File: src/hdl/lbp_pkg.sv
// Shared types, constants and the uniform pattern table of the LBP encoder.
`default_nettype none
package lbp_pkg;

  localparam int MAX_WIDTH_DEF  = 1024;
  localparam int MAX_RADIUS_DEF = 4;
  localparam int NEIGHBORS      = 8;
  localparam int QUEUE_DEPTH    = 4;
  localparam int QLVL_W         = $clog2(QUEUE_DEPTH + 1);
  localparam int PADDR_W        = 4;

  // register indexes (paddr[3:2])
  localparam logic [1:0] REG_WIDTH  = 2'd0;
  localparam logic [1:0] REG_HEIGHT = 2'd1;
  localparam logic [1:0] REG_RADIUS = 2'd2;
  localparam logic [1:0] REG_DIAG   = 2'd3;

  localparam logic [10:0] WIDTH_RST  = 11'd640;
  localparam logic [11:0] HEIGHT_RST = 12'd480;
  localparam logic [2:0]  RADIUS_RST = 3'd1;
  localparam logic [10:0] DIAG_RST   = 11'd181;

  // sample direction masks, bit k for neighbor k
  localparam logic [NEIGHBORS-1:0] ROW_PLUS  = 8'b1000_0011;
  localparam logic [NEIGHBORS-1:0] ROW_MINUS = 8'b0011_1000;
  localparam logic [NEIGHBORS-1:0] COL_PLUS  = 8'b1110_0000;
  localparam logic [NEIGHBORS-1:0] COL_MINUS = 8'b0000_1110;

  // per-sample window corners and Q16 bilinear weights
  typedef struct packed {
    logic [4:0]  ia0;
    logic [4:0]  ia1;
    logic [4:0]  ja0;
    logic [4:0]  ja1;
    logic [16:0] w00;
    logic [16:0] w01;
    logic [16:0] w10;
    logic [16:0] w11;
  } samp_t;

  typedef struct packed {
    logic [10:0] width;
    logic [11:0] height;
    logic [4:0]  twice_r;
    logic [4:0]  rad;
    samp_t [NEIGHBORS-1:0] samp;
  } cfg_t;

  typedef struct packed {
    logic [7:0] centre;
    logic [NEIGHBORS-1:0][3:0][7:0] pix;
    logic row_end;
    logic frame_end;
  } item_t;

  typedef logic [255:0][5:0] uni_tab_t;

  function automatic logic [3:0] hop_cnt(input logic [7:0] v);
    logic [3:0] n;
    n = '0;
    for (int i = 0; i < 8; i++) begin
      n = n + 4'(v[i] != v[(i + 1) % 8]);
    end
    return n;
  endfunction

  function automatic uni_tab_t build_uni_tab();
    uni_tab_t t;
    logic [5:0] n;
    n = '0;
    for (int v = 0; v < 256; v++) begin
      if (hop_cnt(8'(v)) < 4'd3) begin
        n = n + 6'd1;
        t[v] = n;
      end else begin
        t[v] = '0;
      end
    end
    return t;
  endfunction

  localparam uni_tab_t UNI_TAB = build_uni_tab();

endpackage
`default_nettype wire

File: src/hdl/lbp_queue.sv
// Short queue of gathered samples between front and back ends.
`default_nettype none
module lbp_queue (
  input  logic clk,
  input  logic rst,
  input  logic push,
  input  lbp_pkg::item_t din,
  input  logic pop,
  output lbp_pkg::item_t dout,
  output logic empty,
  output logic [lbp_pkg::QLVL_W-1:0] level
);
  import lbp_pkg::*;

  localparam int AW = $clog2(QUEUE_DEPTH);

  item_t slots [QUEUE_DEPTH];
  logic [AW-1:0] wp, rp;

  function automatic logic [AW-1:0] ptr_inc(input logic [AW-1:0] p);
    return (p == AW'(QUEUE_DEPTH - 1)) ? '0 : p + 1'b1;
  endfunction

  assign empty = (level == '0);
  assign dout  = slots[rp];

  always_ff @(posedge clk) begin
    if (push) begin
      slots[wp] <= din;
    end
  end

  always_ff @(posedge clk) begin
    if (rst) begin
      wp    <= '0;
      rp    <= '0;
      level <= '0;
    end else begin
      if (push) wp <= ptr_inc(wp);
      if (pop) rp <= ptr_inc(rp);
      if (push && !pop) begin
        level <= level + 1'b1;
      end else if (pop && !push) begin
        level <= level - 1'b1;
      end
    end
  end

endmodule
`default_nettype wire

File: config.mk
export PLATFORM = sky130hd
export DESIGN_NAME = lbp_queue
export DESIGN_NICKNAME = d
export VERILOG_FILES = /design/src/hdl/lbp_pkg.sv /design/src/hdl/lbp_queue.sv
export SDC_FILE = /design/constraint.sdc
export NUM_CORES = 1
export LEC_CHECK = 0
export ABC_AREA = 0
export BUFFER_PORTS_ARGS = -buffer_cell sky130_fd_sc_hd__buf_4
export CAP_MARGIN = 20
export CORE_AREA = 2 2 288 433
export CTS_BUF_LIST = sky130_fd_sc_hd__clkbuf_2 sky130_fd_sc_hd__clkbuf_4 sky130_fd_sc_hd__clkbuf_8
export CTS_CLUSTER_SIZE = 28
export DETAILED_ROUTE_END_ITERATION = 8
export DIE_AREA = 0 0 290 435
export SLEW_MARGIN = 10
export SYNTH_ARGS = -nofsm -noshare
export SYNTH_HDL_FRONTEND = slang
export SYNTH_SLANG_ARGS = --single-unit
File: constraint.sdc
create_clock -name clk -period 8.8 [get_ports clk]
set_input_delay 0.88 -clock clk [delete_from_list [all_inputs] [get_ports clk]]
set_output_delay 0.88 -clock clk [all_outputs]
set_load 0.02 [all_outputs]
# Yosys cells after proc, flatten, opt, wreduce, memory -nomap -nowiden
# Memory sizes are Yosys's and may differ from the RTL's. A register that Yosys moved wholly into a read port is not among the register bits.
# Index checks and enable logic that the tools add are counted.
[word_totals]
register_bits = 7
ramBits = 1064
in_bits = 270
output_inout_bits = 270
wordCells = 24
mem_count = 1
[op_classes]
add_sub_neg = 4
eq_ne = 2
mux = 8
n_reduce_logical = 6
[mem_list]
columns = ["name", "depth", "width", "read_ports", "rd_clocked_by_memory_dff", "write_ports", "line_no", "source"]
rows = [
  ["slots", 4, 266, 1, 1, 1, "lbp_queue.sv:17", "item_t slots [QUEUE_DEPTH];"],
]
[ops]
columns = ["op", "count"]
rows = [
  ["$mux 2", 4],
  ["$mux 3", 2],
  ["$add 2x1->2 const B", 2],
  ["$eq 2x2->1 const B", 2],
  ["$add 3x1->3 const B", 1],
  ["$logic_not 3->1", 1],
  ["$sub 3x1->3 const B", 1],
  ["$logic_and 1x1->1", 2],
  ["$logic_not 1->1", 2],
  ["$mux 1", 2],
  ["$reduce_bool 2->1", 1],
]

# Longest topological paths before layout
[depth]
word_depth = 4
ltp_mapped = 7
ltp_nobuf = 7

# Least setup slack after synthesis
# OpenSTA, ideal clock, no wires.
[synth_timing]
path_kind = "in2reg"
start = "in push"
end = "mem slots[0][0] (netlist name) (enable)"
t_arrival_ps = 6889
slack_ps = 1252
path_stages = 1
n_path_buf = 0
path_cell_list = "and2_1"
[synth_between]
elab_chain_len = 2
[synth_rtl]
columns = ["item", "line_no", "source"]
rows = [
  ["start: declaration", "lbp_queue.sv:6", "input logic push,"],
  ["$mux 1", "lbp_queue.sv:28", "if (push) begin"],
  ["$mux 1 (not written as such)", "lbp_queue.sv:29", "slots[wp] <= din;"],
  ["end: declaration", "lbp_queue.sv:17", ""],
]
# Every way passes these cells.

==> impl_metrics.tcl <==
set metrics [dict create \
    status "finished, final reports clean" \
    cp-start-kind "register" \
    globalplace.congestion 0.760 \
    syn_nets 1711 \
    hold_path_class "input pin to register" \
    drt_iter0_drc 1093 \
    rr_startpoint "wp[0]$_SDFFE_PP0P_" \
    hold_violations 0 \
    clockBufferDepth 3 \
    max-vdd-ir-drop_mv 0.187 \
    dieHeight_microns 435 \
    drv_cap 0 \
    grt_use_total_pct 13.5 \
    slew_headroom_pct 17.8 \
    antenna_found_initial 8 \
    fmax_ghz 0.219 \
    critPathKind "register to output pin" \
    cp_slowest_cell "dfxtp_4" \
    drt_wl_total_microns 85000 \
    endpoint "dout[228]" \
    cp_max_fo 63 \
    max_stage_delay_ns 0.82 \
    min_period_ns 4.56 \
    start_util_pct 31.7 \
    clock_skew_ns 0.0388 \
    drive_gt1_share_pct 48.6 \
    async_flop_share_pct 0 \
    cts_setup_buffers 0 \
    cp_data_required_time_ns 7.92 \
    io_buffers 539 \
    cts_buffers 161 \
    cp.arrival_ns 3.68 \
    synthCells 1434 \
    ant_nets 0 \
    syn-cell-area_sq_um 38900 \
    ctsHtreeMaxLevel 4 \
    cp_common_cell "buf_4" \
    tns_ns 0 \
    cts_hold_buf 0 \
    synth_flop_cell "edfxtp_1" \
    slew_violations 0 \
    avgRoutedWirePerCell_microns 22.3 \
    setup_viol 0 \
    synth_cell_types 21 \
    synth_edf_count 1064 \
    die_area_sq_um 126000 \
    grt_max_degree 139 \
    dp_cells 3529 \
    crit_chain "buf_4 > buf_4 > mux4_2 > buf_4" \
    tightest_slew_ns 1.23 \
    pwr_density_cell_nw_per_um2 232 \
    period_share_pct 51.8 \
    reg2reg_depth 4 \
    synth_seq_area_share_pct 82.6 \
    cts_tree "yes" \
    power.leakage_uw 0.0158 \
    fp-row-count 158 \
    fin_nets 2369 \
    grt-ovfl-total 0 \
    clkTransAtPathRegs_ns 0.06 \
    core-area_sq_um 123000 \
    grt_pass1_wl_microns 127000 \
    cts.root.buffer_cell "clkbuf_8" \
    post_cts_resized 0 \
    drc 0 \
    fp.dieW_microns 290 \
    via_count 17600 \
    yosysWarningCount 0 \
    end_kind "output pin" \
    dp_hpwl_microns 52100 \
    rr_endpoint "slots[3][253]$_DFFE_PP_" \
    grt_pass1_vias 19700 \
    avgSynthCellArea_sq_um 27.1 \
    clock_latency_ns 0.87 \
    ys_seq_elements 1073 \
    rrSetupSlack_ns 5.62 \
    fin_cells 3816 \
    first_pass_iters 5 \
    routed_via_density 4.62 \
    cts.sinks 1073 \
    design.portCount 540 \
    holdWs_ns 0.206 \
    rsz0062_at_grt "false" \
    area_growth_pct 23.1 \
]
worst max-delay path, delay by kind of cell (launching register included):
family                 cells  cell delay, ns
buffers and inverters      3            1.41
flip-flops                 1            0.82
multiplexers               1            0.44
power breakdown:
| group | switching (uW) | internal, uW |
|---|---|---|
| sequential | 56.5 | 5840 |
| combinational | 645 | 519 |
| clock | 1880 | 2170 |
flip-flops by register name, indices dropped and copies added (netlist names), named ones only:
name	flops
level	3
slots	1064
rp	2
wp	2
area by class of cell:
cell class | instances | area [sq um]
Timing Repair Buffer | 555 | 4290
Antenna cell | 4 | 10.0
Clock buffer | 209 | 2580
Tap cell | 1600 | 2000
Multi-Input combinational cell | 296 | 6240
Sequential cell | 1073 | 32100
Clock inverter | 74 | 611
Inverter | 5 | 18.8
Fill cell | 10900 | 74900
stage by stage:
stage	total power (uW)	instance area (sq um)	utilization, %	setup slack, ns
floorplan	6680	38900	-	1.25
global placement	7160	44700	36.4	5.11
detailed placement	7190	44700	36.4	5.09
CTS	11300	47900	39.0	4.05
global route	11500	47900	39.0	3.94
finish	11100	47900	39.0	4.24
cells in the final DEF, fill, tap and decap left out, types with 2 or more instances in the layout:
master,n
clkinv_1,36
inv_6,2
clkbuf_8,162
mux2i_1,3
dfxtp_4,2
xor2_1,2
diode_2,4
clkbuf_4,47
clkinv_2,13
inv_8,5
nor2_1,6
clkinvlp_4,5
buf_12,10
dfxtp_1,7
mux4_2,266
inv_1,5
clkinv_4,3
buf_4,545
a21oi_1,3
nor3b_1,2
edfxtp_1,1064
and2_4,4
bufinv_16,8
ha_1,6
routing by layer:
metal / part of all wire, % / global-route usage [%] / vias up
li1: - / - / 7583
met1: 38 / 15.4 / 9262
met2: 50 / 22.3 / 621
met3: 8.7 / 5.48 / 155
met4: 3.0 / 5.90 / 6
met5: 0.051 / 0 / -
cell families after synthesis:
group | share of synthesized area [%]
muxes | 15.5
adders and majority gates | 0.244
xor gates and xnor gates | 0.0450
DFF | 82.6
and+or+nand+nor | 0.190
AOI/OAI and AO/OA | 0.0514
buffers and inverters | 1.40
cells in the mapped netlist (all sizes together) (2+ instances only):
cell type,n,area share [%]
dfxtp,9,0.46
mux2i,3,0.077
buf,56,1.3
nor3b,2,0.039
mux4,266,15
clkbuf,4,0.039
nor2,6,0.058
edfxtp,1064,82
ha,6,0.19
inv,5,0.048
and2,4,0.064
xor2,2,0.045
a21oi,3,0.039
worst min path at each step:
stage / startpoint / end / slack [ns] / depth (start not counted)
final: din[7] / slots[1][7]$_DFFE_PP_ / 0.21 / 1
after global routing: din[37] / slots[3][37]$_DFFE_PP_ / 0.13 / 1
after CTS: din[32] / slots[1][32]$_DFFE_PP_ / 0.07 / 1
after detailed placement: level[2]$_SDFFE_PP0P_ / level[2]$_SDFFE_PP0P_ / 0.51 / 2
after global placement: level[2]$_SDFFE_PP0P_ / level[2]$_SDFFE_PP0P_ / 0.49 / 2
after floorplan: rp[1]$_SDFFE_PP0P_ / register / 0.49 / 2
(Power assumes the default switching activity.)
