[src/hdl/lbp_pkg.sv]
// Shared types, constants and the uniform pattern table of the LBP encoder.
`default_nettype none
package lbp_pkg;

  localparam int MAX_WIDTH_DEF  = 1024;
  localparam int MAX_RADIUS_DEF = 4;
  localparam int NEIGHBORS      = 8;
  localparam int QUEUE_DEPTH    = 4;
  localparam int QLVL_W         = $clog2(QUEUE_DEPTH + 1);
  localparam int PADDR_W        = 4;

  // register indexes (paddr[3:2])
  localparam logic [1:0] REG_WIDTH  = 2'd0;
  localparam logic [1:0] REG_HEIGHT = 2'd1;
  localparam logic [1:0] REG_RADIUS = 2'd2;
  localparam logic [1:0] REG_DIAG   = 2'd3;

  localparam logic [10:0] WIDTH_RST  = 11'd640;
  localparam logic [11:0] HEIGHT_RST = 12'd480;
  localparam logic [2:0]  RADIUS_RST = 3'd1;
  localparam logic [10:0] DIAG_RST   = 11'd181;

  // sample direction masks, bit k for neighbor k
  localparam logic [NEIGHBORS-1:0] ROW_PLUS  = 8'b1000_0011;
  localparam logic [NEIGHBORS-1:0] ROW_MINUS = 8'b0011_1000;
  localparam logic [NEIGHBORS-1:0] COL_PLUS  = 8'b1110_0000;
  localparam logic [NEIGHBORS-1:0] COL_MINUS = 8'b0000_1110;

  // per-sample window corners and Q16 bilinear weights
  typedef struct packed {
    logic [4:0]  ia0;
    logic [4:0]  ia1;
    logic [4:0]  ja0;
    logic [4:0]  ja1;
    logic [16:0] w00;
    logic [16:0] w01;
    logic [16:0] w10;
    logic [16:0] w11;
  } samp_t;

  typedef struct packed {
    logic [10:0] width;
    logic [11:0] height;
    logic [4:0]  twice_r;
    logic [4:0]  rad;
    samp_t [NEIGHBORS-1:0] samp;
  } cfg_t;

  typedef struct packed {
    logic [7:0] centre;
    logic [NEIGHBORS-1:0][3:0][7:0] pix;
    logic row_end;
    logic frame_end;
  } item_t;

  typedef logic [255:0][5:0] uni_tab_t;

  function automatic logic [3:0] hop_cnt(input logic [7:0] v);
    logic [3:0] n;
    n = '0;
    for (int i = 0; i < 8; i++) begin
      n = n + 4'(v[i] != v[(i + 1) % 8]);
    end
    return n;
  endfunction

  function automatic uni_tab_t build_uni_tab();
    uni_tab_t t;
    logic [5:0] n;
    n = '0;
    for (int v = 0; v < 256; v++) begin
      if (hop_cnt(8'(v)) < 4'd3) begin
        n = n + 6'd1;
        t[v] = n;
      end else begin
        t[v] = '0;
      end
    end
    return t;
  endfunction

  localparam uni_tab_t UNI_TAB = build_uni_tab();

endpackage
`default_nettype wire

[src/hdl/lbp_cfg.sv]
// Register file and derived sampling geometry of the LBP encoder.
`default_nettype none
module lbp_cfg #(
  parameter int MAX_WIDTH  = lbp_pkg::MAX_WIDTH_DEF,
  parameter int MAX_RADIUS = lbp_pkg::MAX_RADIUS_DEF
) (
  input  logic clk,
  input  logic rst,
  input  logic psel,
  input  logic penable,
  input  logic pwrite,
  input  logic [lbp_pkg::PADDR_W-1:0] paddr,
  input  logic [31:0] pwdata,
  output logic [31:0] prdata,
  output logic pready,
  output lbp_pkg::cfg_t cfg
);
  import lbp_pkg::*;

  logic [10:0] image_width, image_width_next;
  logic [11:0] image_height, image_height_next;
  logic [2:0]  radius, radius_next;
  logic [10:0] diag_offset, diag_offset_next;
  cfg_t        cfg_next;

  assign pready = 1'b1;

  always_comb begin
    image_width_next  = image_width;
    image_height_next = image_height;
    radius_next       = radius;
    diag_offset_next  = diag_offset;
    if (rst) begin
      image_width_next  = WIDTH_RST;
      image_height_next = HEIGHT_RST;
      radius_next       = RADIUS_RST;
      diag_offset_next  = DIAG_RST;
    end else if (psel && penable && pwrite) begin
      unique case (paddr[3:2])
        REG_WIDTH:  image_width_next  = pwdata[10:0];
        REG_HEIGHT: image_height_next = pwdata[11:0];
        REG_RADIUS: radius_next       = pwdata[2:0];
        REG_DIAG:   diag_offset_next  = pwdata[10:0];
      endcase
    end
  end

  always_comb begin
    unique case (paddr[3:2])
      REG_WIDTH:  prdata = {21'd0, image_width};
      REG_HEIGHT: prdata = {20'd0, image_height};
      REG_RADIUS: prdata = {29'd0, radius};
      REG_DIAG:   prdata = {21'd0, diag_offset};
    endcase
  end

  // clamp the raw values and work out corners and weights of each sample
  always_comb begin
    logic [3:0]  rad4;
    logic [11:0] base, dlim;
    logic [12:0] mag, pr, pc;
    logic [4:0]  r0, r1, c0, c1;
    logic [7:0]  fr, fc;
    logic [8:0]  ifr, ifc;
    logic [17:0] m;
    cfg_next.width = (image_width_next < 11'd3) ? 11'd3 :
                     (int'(image_width_next) > MAX_WIDTH) ? 11'(MAX_WIDTH) :
                     image_width_next;
    cfg_next.height = (image_height_next < 12'd3) ? 12'd3 : image_height_next;
    rad4 = (radius_next == 3'd0) ? 4'd1 :
           ({1'b0, radius_next} > 4'(MAX_RADIUS)) ? 4'(MAX_RADIUS) :
           {1'b0, radius_next};
    cfg_next.rad     = {1'b0, rad4};
    cfg_next.twice_r = {rad4, 1'b0};
    base = {rad4, 8'd0};
    dlim = ({1'b0, diag_offset_next} > base) ? base : {1'b0, diag_offset_next};
    for (int k = 0; k < NEIGHBORS; k++) begin
      mag = (k % 2 == 1) ? {1'b0, dlim} : {1'b0, base};
      pr  = ROW_PLUS[k]  ? {1'b0, base} + mag :
            ROW_MINUS[k] ? {1'b0, base} - mag : {1'b0, base};
      pc  = COL_PLUS[k]  ? {1'b0, base} + mag :
            COL_MINUS[k] ? {1'b0, base} - mag : {1'b0, base};
      r0 = pr[12:8];
      fr = pr[7:0];
      c0 = pc[12:8];
      fc = pc[7:0];
      r1 = (fr != 8'd0) ? r0 + 5'd1 : r0;
      c1 = (fc != 8'd0) ? c0 + 5'd1 : c0;
      cfg_next.samp[k].ia0 = cfg_next.twice_r - r0;
      cfg_next.samp[k].ia1 = cfg_next.twice_r - r1;
      cfg_next.samp[k].ja0 = cfg_next.twice_r - c0;
      cfg_next.samp[k].ja1 = cfg_next.twice_r - c1;
      ifr = 9'd256 - {1'b0, fr};
      ifc = 9'd256 - {1'b0, fc};
      m = ifr * ifc;
      cfg_next.samp[k].w00 = m[16:0];
      m = ifr * {1'b0, fc};
      cfg_next.samp[k].w01 = m[16:0];
      m = {1'b0, fr} * ifc;
      cfg_next.samp[k].w10 = m[16:0];
      m = {1'b0, fr} * {1'b0, fc};
      cfg_next.samp[k].w11 = m[16:0];
    end
  end

  always_ff @(posedge clk) begin
    image_width  <= image_width_next;
    image_height <= image_height_next;
    radius       <= radius_next;
    diag_offset  <= diag_offset_next;
    cfg          <= cfg_next;
  end

endmodule
`default_nettype wire

[config.mk]
export PLATFORM = sky130hd
export DESIGN_NAME = lbp_cfg
export DESIGN_NICKNAME = d
export VERILOG_FILES = /design/src/hdl/lbp_pkg.sv /design/src/hdl/lbp_cfg.sv
export SDC_FILE = /design/constraint.sdc
export NUM_CORES = 1
export LEC_CHECK = 0
export ABC_CLOCK_PERIOD_IN_PS = 10350
export BUFFER_PORTS_ARGS = -buffer_cell sky130_fd_sc_hd__buf_2
export CORE_AREA = 2 2 311 313
export CTS_BUF_LIST = sky130_fd_sc_hd__clkbuf_4
export DETAILED_ROUTE_END_ITERATION = 7
export DIE_AREA = 0 0 313 315
export GPL_TIMING_DRIVEN = 0
export PLACE_DENSITY = 0.57
export SLEW_MARGIN = 20
export SYNTH_ARGS = -nofsm -noshare
export SYNTH_HDL_FRONTEND = slang
export SYNTH_SLANG_ARGS = --single-unit
[constraint.sdc]
create_clock -name clk -period 10.35 [get_ports clk]
set_input_delay 1.035 -clock clk [delete_from_list [all_inputs] [get_ports clk]]
set_output_delay 1.035 -clock clk [all_outputs]
set_load 0.05 [all_outputs]
Word level (Yosys, flattened, before mapping)
Cells that the tools add are included.
{ "word_totals": {"regBits": 310, "latchBits": 0, "mem_bits_rw": 0, "romBits": 0, "input_bits": 41, "out_inout_bits": 770, "elab_cells": 100, "mem_count": 0} }
{ "op_classes": {"addsub": 21, "mul": 10, "div_mod_pow": 0, "order_cmp": 5, "n_eq_ne": 3, "shifts": 0, "mux": 21, "bitwise": 0, "n_reduce_logical": 9} }
{ "ops": {"columns": ["operator", "count"], "rows": [
  ["32-bit case mux with 4 select lines", 1],
  ["11-bit two-way mux", 8],
  ["9-bit by 9-bit multiplier with 17-bit output", 3],
  ["8-bit by 8-bit multiplier with 16-bit output", 3],
  ["12-bit two-way mux", 3],
  ["9-bit by 8-bit subtractor with 9-bit output, first input constant", 4],
  ["8-bit by 9-bit multiplier with 17-bit output", 2],
  ["9-bit by 8-bit multiplier with 17-bit output", 2],
  ["8-bit nonzero test", 4],
  ["4-bit by 5-bit subtractor with 5-bit output", 6],
  ["11-bit by 11-bit adder with 12-bit output", 2],
  ["11-bit by 11-bit subtractor with 12-bit output", 2],
  ["5-bit two-way mux", 4],
  ["3-bit two-way mux", 5],
  ["12-bit by 2-bit less-than comparator with 1-bit output, second input constant", 1],
  ["11-bit > comparator", 1],
  ["11-bit > comparator, second input constant", 1],
  ["11-bit by 2-bit less-than comparator with 1-bit output, second input constant", 1],
  ["4-bit by 1-bit adder with 5-bit output, second input constant", 2],
  ["5-bit by 1-bit adder with 5-bit output, second input constant", 2],
  ["4-bit by 4-bit subtractor with 5-bit output", 2],
  ["4-bit by 3-bit subtractor with 5-bit output", 1],
  ["2-bit equality test, second input constant", 2],
  ["3-bit > comparator, second input constant", 1],
  ["other kinds (5)", 6]
]} }

Longest topological paths before layout
Gate-level depths: netlist of the first run.
{ "depth": {"word_depth": 13, "ltp_mapped": 43, "ltp_nobuf": 38} }

Worst setup path after synthesis of the first run
Ideal clock, no wire load.
{ "synth_path": {"path_type": "in2reg", "start": "input pwrite", "end": "register cfg[120] (netlist name)", "setup_time_ns": 0.072, "t_arrival_ns": 10.274, "required_ns": 10.278, "setup_slack_ns": 0.004, "stages": 38, "n_path_buf": 6, "cell_sequence": "and3_1 > buf_2 > nand3b_1 > mux2i_1 > nor2_1 > a31oi_1 > ha_1 > and4b_1 > o21ai_0 > o22ai_1 > nand2b_1 > clkbuf_1 > nand2_1 > clkbuf_1 > ha_1 > inv_1 > nor3_1 > ha_1 > (+2 left out) > buf_1 > ha_1 > clkbuf_1 > or3_1 > fa_1 > fa_1 > inv_1 > fa_1 > inv_1 > fa_1 > inv_1 > ha_1 > o21ai_0 > nand2b_1 > a31o_2 > a41o_1 > o41ai_1 > xnor2_1"} }
{ "synth_rtl": {"columns": ["item", "line", "text"], "rows": [
  ["start, declared", "lbp_cfg.sv:11", "input logic pwrite,"],
  ["end signal, assigned", "lbp_cfg.sv:111", "cfg <= cfg_next;"],
  ["end, declared", "lbp_cfg.sv:16", "output lbp_pkg::cfg_t cfg"]
]} }

==> results of run 1 <==
[metrics by stage]
| step | utilization [%] | hold WS [ps] |
|---|---|---|
| after floorplan | - | 455 |
| after global placement | 34.5 | 488 |
| after detailed placement | 34.6 | 487 |
| after CTS | 35.6 | 380 |
| after global routing | 35.7 | 448 |
| final | 35.7 | 504 |
[path summary, 6_finish.rpt]
| path | end | slack, ps | cells past startpoint |
|---|---|---|---|
| hold / removal | cfg[717] | 500 | 2 |
| hold reg to reg | cfg[717] | 500 | 2 |
| setup reg to reg | cfg[154] | 790 | 36 |
| setup / recovery | cfg[154] | 360 | 41 |
[logic make-up after synthesis]
kind of cell             count (synthesis)  share of synthesized area, %
buffers and inverters                 1195                          23.9
AO/OA/AOI/OAI                          259                          6.01
flip-flops                             218                          15.7
other                                    2                        0.0270
adder cells (fa/ha/maj)                654                          38.0
multiplexers                            40                          1.61
AND/OR/NAND/NOR                        591                          9.75
XOR/XNOR                               158                          5.02
[layer usage]
metal | wire length, um | GRT usage [%] | up-vias
li1 | - | - | 10600
met1 | 30700 | 18.9 | 10100
met2 | 40600 | 28.3 | 734
met3 | 5790 | 3.26 | 108
met4 | 1870 | 4.96 | 0
met5 | 0 | 0 | -
[flip-flops by register name (all words and copies together), names as in the netlist]
register and count:
image_height 12, diag_offset 11, image_width 11, radius 2, cfg 182
[layout make-up]
cell class                      count  share of cell area, %
Multi-Input combinational cell   2062                   53.6
Buffer                            631                   13.4
Sequential cell                   218                   12.8
Timing Repair Buffer              461                   6.83
Inverter                          560                   6.20
Tap cell                         1276                   4.68
Clock buffer                       78                   1.71
Clock inverter                     36                  0.769
Antenna cell                        3                 0.0220
[placed cells by master (no fill, tap or decap), types with 28 or more instances in the layout]
master,count
sky130_fd_sc_hd__dfxtp_1,217
sky130_fd_sc_hd__clkbuf_4,80
sky130_fd_sc_hd__or2_2,28
sky130_fd_sc_hd__ha_1,332
sky130_fd_sc_hd__nand2_1,167
sky130_fd_sc_hd__a21oi_1,104
sky130_fd_sc_hd__inv_1,548
sky130_fd_sc_hd__conb_1,360
sky130_fd_sc_hd__nand3_1,31
sky130_fd_sc_hd__o21ai_0,32
sky130_fd_sc_hd__fa_1,320
sky130_fd_sc_hd__nor3_1,40
sky130_fd_sc_hd__a21o_1,32
sky130_fd_sc_hd__xnor2_1,120
sky130_fd_sc_hd__buf_4,589
sky130_fd_sc_hd__nor2_1,204
sky130_fd_sc_hd__buf_2,458
sky130_fd_sc_hd__xor2_1,36
[what timing repair did]
item / CTS / global route
hold endpoints to repair: 0 / 0
endpoints found under the setup margin: 94 / 30
buffers inserted: 3 / 4
resized for setup: 33 / 37
cloned: 0 / 0
pin swaps: 1 / 1
[critical path: cells and delay by family]
family	cells	cell delay, ps
buffers and inverters	12	2010
and+or+nand+nor	9	2050
AOI/OAI and AO/OA	9	1720
xor gates and xnor gates	1	190
muxes	1	340
adders and majority gates	9	3310
[power breakdown]
| part | switching [uW] | internal [uW] | leakage, uW | total [uW] |
|---|---|---|---|---|
| Combinational | 4300 | 2140 | 0.0169 | 6450 |
| Sequential | 135 | 1130 | 0.00181 | 1270 |
| Clock | 409 | 464 | 0.000492 | 872 |
| Total | 4850 | 3740 | 0.0192 | 8590 |
==> results summary, run 1 <==
The run finished with clean final reports. Counting the buffers created by CTS gives 66. The post-placement worst setup slack is -3510 ps.

The total placed cells including tap cells is 5205. The H-tree depth reported by CTS is 3. Counting flops and latches in the post-synthesis netlist gives 218. The count of endpoints failing hold in the final timing report is 0. In this run the cell area measured after placement is about 33000 um2. The number of remaining DRC errors came out at 0. The initial cell density of the core is 29.1%. The count of boundary I/O pins came out at roughly 810. Setup violations remaining at the end of the flow were counted as 0. The worst pin sits at a relative slew slack of 37.4%. The startpoint of the worst-slack reg-to-reg timing path is cfg[427].

The fraction of post-synthesis cell area in the top cell type by area is between 20% and 30%. The biggest area contributor in the post-synthesis netlist is sky130_fd_sc_hd__fa_1. For the pin with the worst max-slew slack, the measured transition is just over 900 ps. The number of optimization iterations in the first detailed-route pass came out at 7. The number of nets with antenna violations after detailed routing came out at 0.

The worst setup path is of the in2reg kind. The final design area excluding fillers is 34100 um2. The worst endpoint data arrival time came out at 10690 ps.

The critical path starts at pwrite. The total power density per cell area is 251 nW/um2. The standard cell core area came out at 95700 um2. The starting DRC count in detailed routing is 1050. The fraction of the cycle the final worst path needs came out at between 90 and 100%. Clock-pin slew was measured on the worst setup and hold paths at ~70 ps. Setup slack closes at 356 ps.

Synthesis produced a netlist whose cell count is 3117. In the synthesized netlist the async set-or-reset flop fraction comes to 0%. The die outline area is 98600 um2. The most instantiated library cell after synthesis is sky130_fd_sc_hd__buf_4. The quantity of I/O buffers inserted on ports came out at 452.

The layout overhead on the synthesized area is 22.6%. STA classifies the critical path endpoint as a flip-flop. The vias per cell came out at a little over 4. The clock period minus final worst setup slack came out at 9990 ps. In this run the clock root is driven by a sky130_fd_sc_hd__clkbuf_4. Entering global routing, the biggest net connects 17 pins.

The top flip-flop cell by instance count after synthesis is sky130_fd_sc_hd__dfxtp_1. The routed via count is about 22000. The number of distinct standard cells referenced by the synthesized netlist came out at 71. The total half-perimeter wirelength after legalization and detailed placement came out at 67500 um. The via count of the first global-routing pass came out at 21100. In this run the worst path has a maximum fanout of 13. The later pin in the worst-skew pair is clocked with a latency of 850 ps. In this run the static leakage power is 0.0192 uW. The clock net sink count is 218. The fmax is between 100 and 150 MHz. After layout, the design draws a total of ~8600 uW.

The global routing usage summed across all routing layers came out at 15.8%. The number of antenna violations at the first check in global routing is 3. STA classifies the critical path startpoint as an input port. The post-route netlist has 30.8% of its cells at a drive strength greater than 1.

The tightest min-delay check is of the reg2reg type. The wire length after detailed routing is 79000 um. In this run the most critical hold path is launched from image_height[3].

In the final design database the tool counted about 4700 nets. The cell that appears most often on the critical path is sky130_fd_sc_hd__ha_1. The count of synthesis-stage warnings from yosys is 0.

The first-pass GRT wire length came out at 120000 um. Yosys attributes the largest share of cell area to sky130_fd_sc_hd__fa_1, sky130_fd_sc_hd__dfxtp_1, sky130_fd_sc_hd__buf_4. The sum of negative setup slack came out at 0 ps. After global routing the overflow that remains totals 0. The combined area of the multi-input logic cells came out at around 18000 um2. In this run the cell area of the synthesized design comes to 27900 um2.

The number of max-slew violations in the final report came out at 0. The die width came out at 313 um. The largest single stage delay on the critical path is 580 ps. The portion of the post-synthesis area used by sequential elements is 15.7%. Ranked by instance count, the synthesized netlist is headed by sky130_fd_sc_hd__buf_4, sky130_fd_sc_hd__inv_1, sky130_fd_sc_hd__ha_1. From bottom edge to top edge, the die measures ~320 um. The weighted congestion at the end of routability-driven global placement is approximately 0.92. The setup clock skew after layout is 62.2 ps. The max-capacitance violation count came out at 0. The number of buffers inserted by hold repair at cts is 0.

Once layout is complete, the cells apart from fillers number 5325. In this run, synthesis inferred 0 flip-flops with an integrated enable. After floorplanning, the core was divided into 114 placement rows. The maximum clock insertion buffer count came out at 3. VDD sags by at most 253 uV. The area taken by flip-flops and latches came out at 4370 um2.

The largest individual stage delay along the critical path comes from the cell sky130_fd_sc_hd__fa_1. Dividing the detail-routed wire length by the instance count gives approximately 15 um. The final-layout fill cell count came out at 10000.

Averaged over all synthesized cells, the footprint is 8.94 um2. STA puts the critical path data required time at 11050 ps. The CTS tree is yes.
Note: power is estimated with default switching activity, not from simulation.
==> run 2, diff against run 1 <==
--- a/config.mk
+++ b/config.mk
@@ -7,10 +7,10 @@
 export LEC_CHECK = 0
 export ABC_CLOCK_PERIOD_IN_PS = 10350
 export BUFFER_PORTS_ARGS = -buffer_cell sky130_fd_sc_hd__buf_2
-export CORE_AREA = 2 2 311 313
+export CORE_ASPECT_RATIO = 0.75
+export CORE_UTILIZATION = 29
 export CTS_BUF_LIST = sky130_fd_sc_hd__clkbuf_4
 export DETAILED_ROUTE_END_ITERATION = 7
-export DIE_AREA = 0 0 313 315
 export GPL_TIMING_DRIVEN = 0
 export PLACE_DENSITY = 0.57
 export SLEW_MARGIN = 20
==> run 2 against run 1 <==
  * Total power fell by 1.8%
  * First-iteration DRC count rose by 32%
  * Sequential cell count did not move
  * Sequential share of layout area barely moved
  * Critical path type unchanged
  * Clock skew rose by 14 ps
  * Critical path depth fell by 2
  * Worst hold slack got worse by 30 ps
  * Final cell count fell by 0.58%
  * Utilization barely moved
==> results summary, run 2 (synthesized netlist as in run 1, its figures left out) <==
The run finished with clean final reports. The worst slew slack as a fraction of its limit came out at 30.9% (-6.6 points). The endpoint identified for the worst register-to-register timing path is cfg[331]. The setup slack of the critical path after layout is 280 ps (-76.5 ps). The wire length after detailed routing came out at 82400 um (+4.4%). The max-capacitance violation count came to 0 (unchanged). The setup violation total in the final timing report came out at 0 (unchanged).

The library cell used most frequently in the layout, excluding fill and tap cells, is sky130_fd_sc_hd__buf_4. The detail-routed net length per standard cell came out at 15.6 um (+5.0%). The final-layout fill cell count came out at 9987 (-0.47%).

The number of remaining DRC errors is 0 (unchanged). Setup repair after global routing left no endpoint under its margin. The endpoint class of the critical path is a flip-flop. The standard cell core area was 95300 um2 (-0.45%). The count of boundary I/O pins is 811 (unchanged). The clock period minus final worst setup slack is 10070 ps (+76.5 ps). By startpoint and endpoint, the worst setup path is classified as in2reg.

The number of antenna violations at the first check in global routing came to 7 (+4). The required time at the worst-slack endpoint came out at 11090 ps (+40 ps). The fraction of the cycle the final worst path needs is 97.3% (+0.74 points).

Broken down by cell family, the worst path's largest delay share belongs to adder cells. The initial cell density of the core came out at 29.2% (+0.13 points). The sum of negative setup slack came out at 0 ps (unchanged). The stage delay of the slowest cell on the critical path is 530 ps (-50 ps).

The overflow left after global routing came out at 0 (unchanged). The slowest stage of the critical path belongs to the cell sky130_fd_sc_hd__fa_1. The via count of the first global-routing pass came out at 20600 (-2.4%).

The chip height came out at 270 um (-14%). The combined area of the multi-input logic cells is 18300 um2 (about the same). The startpoint of the worst-slack reg-to-reg timing path is cfg[427]. The cell count along the critical path is 39 (-4.9%).

The critical path starts at rst. The quantity of I/O buffers inserted on ports is 452 (unchanged). The vias per cell is 4.06 (+0.66%). The cell count of the worst reg-to-reg path was 38 (+5.6%).

The post-placement worst setup slack came to -4410 ps (-892 ps). In the layout the commonest cells are sky130_fd_sc_hd__buf_4, sky130_fd_sc_hd__inv_1, sky130_fd_sc_hd__buf_2. The layout net count is 4686 (-0.19%). TritonCTS built the clock tree. The worst endpoint data arrival time came to 10810 ps (+120 ps).

The post-route non-filler standard cell count came out at 5294 (-0.58%). The final design area excluding fillers came out at 34000 um2 (-0.35%). The worst supply voltage drop on vdd came out at 163 uV (-35%). The die outline area is 97300 um2 (-1.3%). The min-delay analysis places its worst path in the category in2reg. The share of layout cells above drive strength 1 came out at 30.5% (-0.27 points).

The weighted congestion at the end of routability-driven global placement came to 0.980 (+7.0%). The total power density per cell area is 248 nW/um2 (-1.4%). The largest fanout of any net on the critical path came out at 13 (unchanged). The total half-perimeter wirelength after legalization and detailed placement is 70400 um (+4.3%). The fmax came out at 99.3 MHz (-0.76%). The slack of the worst reg-to-reg path came out at 680 ps (-110 ps). The number of nets with antenna violations after detailed routing came to 0 (unchanged).

Ranked by flip-flop count, first place goes to cfg. The number of flip-flops in the largest register came out at 182 (unchanged). The number of optimization iterations in the first detailed-route pass is 5 (-2). The maximum clock insertion buffer count is 3 (unchanged). The buffer and inverter count on the worst path came out at 15 (+3). The register clock-pin slew on the reported worst setup and hold paths is 80 ps (about the same). The number of max-slew violations in the final report is 0 (unchanged). The global routing usage summed across all routing layers came out at 16.7% (+0.86 points). The placed cell area is 33100 um2 (about the same). The area taken by flip-flops and latches is 4360 um2 (about the same).

The count of endpoints failing hold in the final timing report is 0 (unchanged). The first-pass GRT wire length came out at 123000 um (+2.7%). The starting DRC count in detailed routing is 1383 (+32%).

The standby leakage power came to 0.0191 uW (-0.30%). The most critical setup path has its endpoint at cfg[331]. The number of rows in the core area came to 98 (-14%).

The routed via count is 21500 (+0.070%). The critical path launch point type is an input port. The clock net sink count came to 218 (unchanged).

The die width is 360 um (+15%). The largest net degree at the start of global routing is 20 (+3). The total placed cells including tap cells is 5179 (-0.50%).

The layout overhead on the synthesized area came out at 22.1%. The clock insertion delay at the later pin of the skew report was 880 ps (+30 ps). The library cell used as clock root buffer is sky130_fd_sc_hd__clkbuf_4. The H-tree depth reported by CTS came to 2 (-1). The slew at the pin closest to its max-slew limit was 1030 ps (+98.3 ps). The setup clock skew after layout is 75.7 ps (+13.5 ps). The number of buffers created by CTS came out at 59 (-11%). In the final layout, the registers with the most flip-flops are cfg: 182 flops, image_height: 12 flops.
-- run 2: cell count changes in the layout (fill, tap and decap cells not counted), sizes merged --
cell / before / now
bufinv: 4 / 2
clkinvlp: 5 / 3
buf: 1054 / 1051
clkinv: 31 / 30
diode: 3 / 5
clkbuf: 116 / 117
-- run 2: worst min-delay path, cell delays in order --
cell	delay, ps
sky130_fd_sc_hd__buf_2	130
sky130_fd_sc_hd__nand2_1	70
sky130_fd_sc_hd__a21oi_1	70
-- run 2: final cells by class --
class                   count  area share [%]
inverters                 560            6.23
well taps                1250            4.60
diodes                      5          0.0368
plain buffers             631            13.5
flip-flops and latches    218            12.8
clock buffers              78            1.72
clock inverters            31           0.574
repair buffers            459            6.81
multi-input cells        2062            53.7
-- run 2: metrics by stage --
stage	power [uW]	hold slack (ps)	util (%)
after CTS	8580	368	35.6
final	8440	474	35.7
after global routing	9170	404	35.7
after floorplan	6220	455	-
after global placement	7660	471	34.7
after detailed placement	7660	482	34.7
-- run 2: power breakdown --
part / switching [uW] / internal [uW]
Combinational: 4170 / 2130
Sequential: 165 / 1130
Clock: 432 / 409
-- run 2: how the worst min path moves through the flow --
stage,endpoint,slack (ps),start,depth (start not counted)
after global placement,cfg[720],470,image_height[6],2
after detailed placement,cfg[720],480,image_height[6],2
after global routing,cfg[725],400,pwdata[11],3
final,cfg[724],470,pwdata[10],3
after CTS,cfg[724],370,pwdata[10],3
after floorplan,cfg[720],450,image_height[6],2
-- run 2: metal layers --
layer / track usage [%] / wire, um / vias up
li1: - / - / 10600
met1: 23.2 / 38200 / 10200
met2: 24.5 / 35100 / 692
met3: 5.81 / 7670 / 85
met4: 3.76 / 1390 / 4
met5: 0 / 20 / -
-- run 2: repair_timing --
item,4_1_cts,5_1_grt
buffers inserted,3,2
hold buffers,0,0
setup endpoints to repair,103,26
resized for setup,39,20
pin swaps,1,1
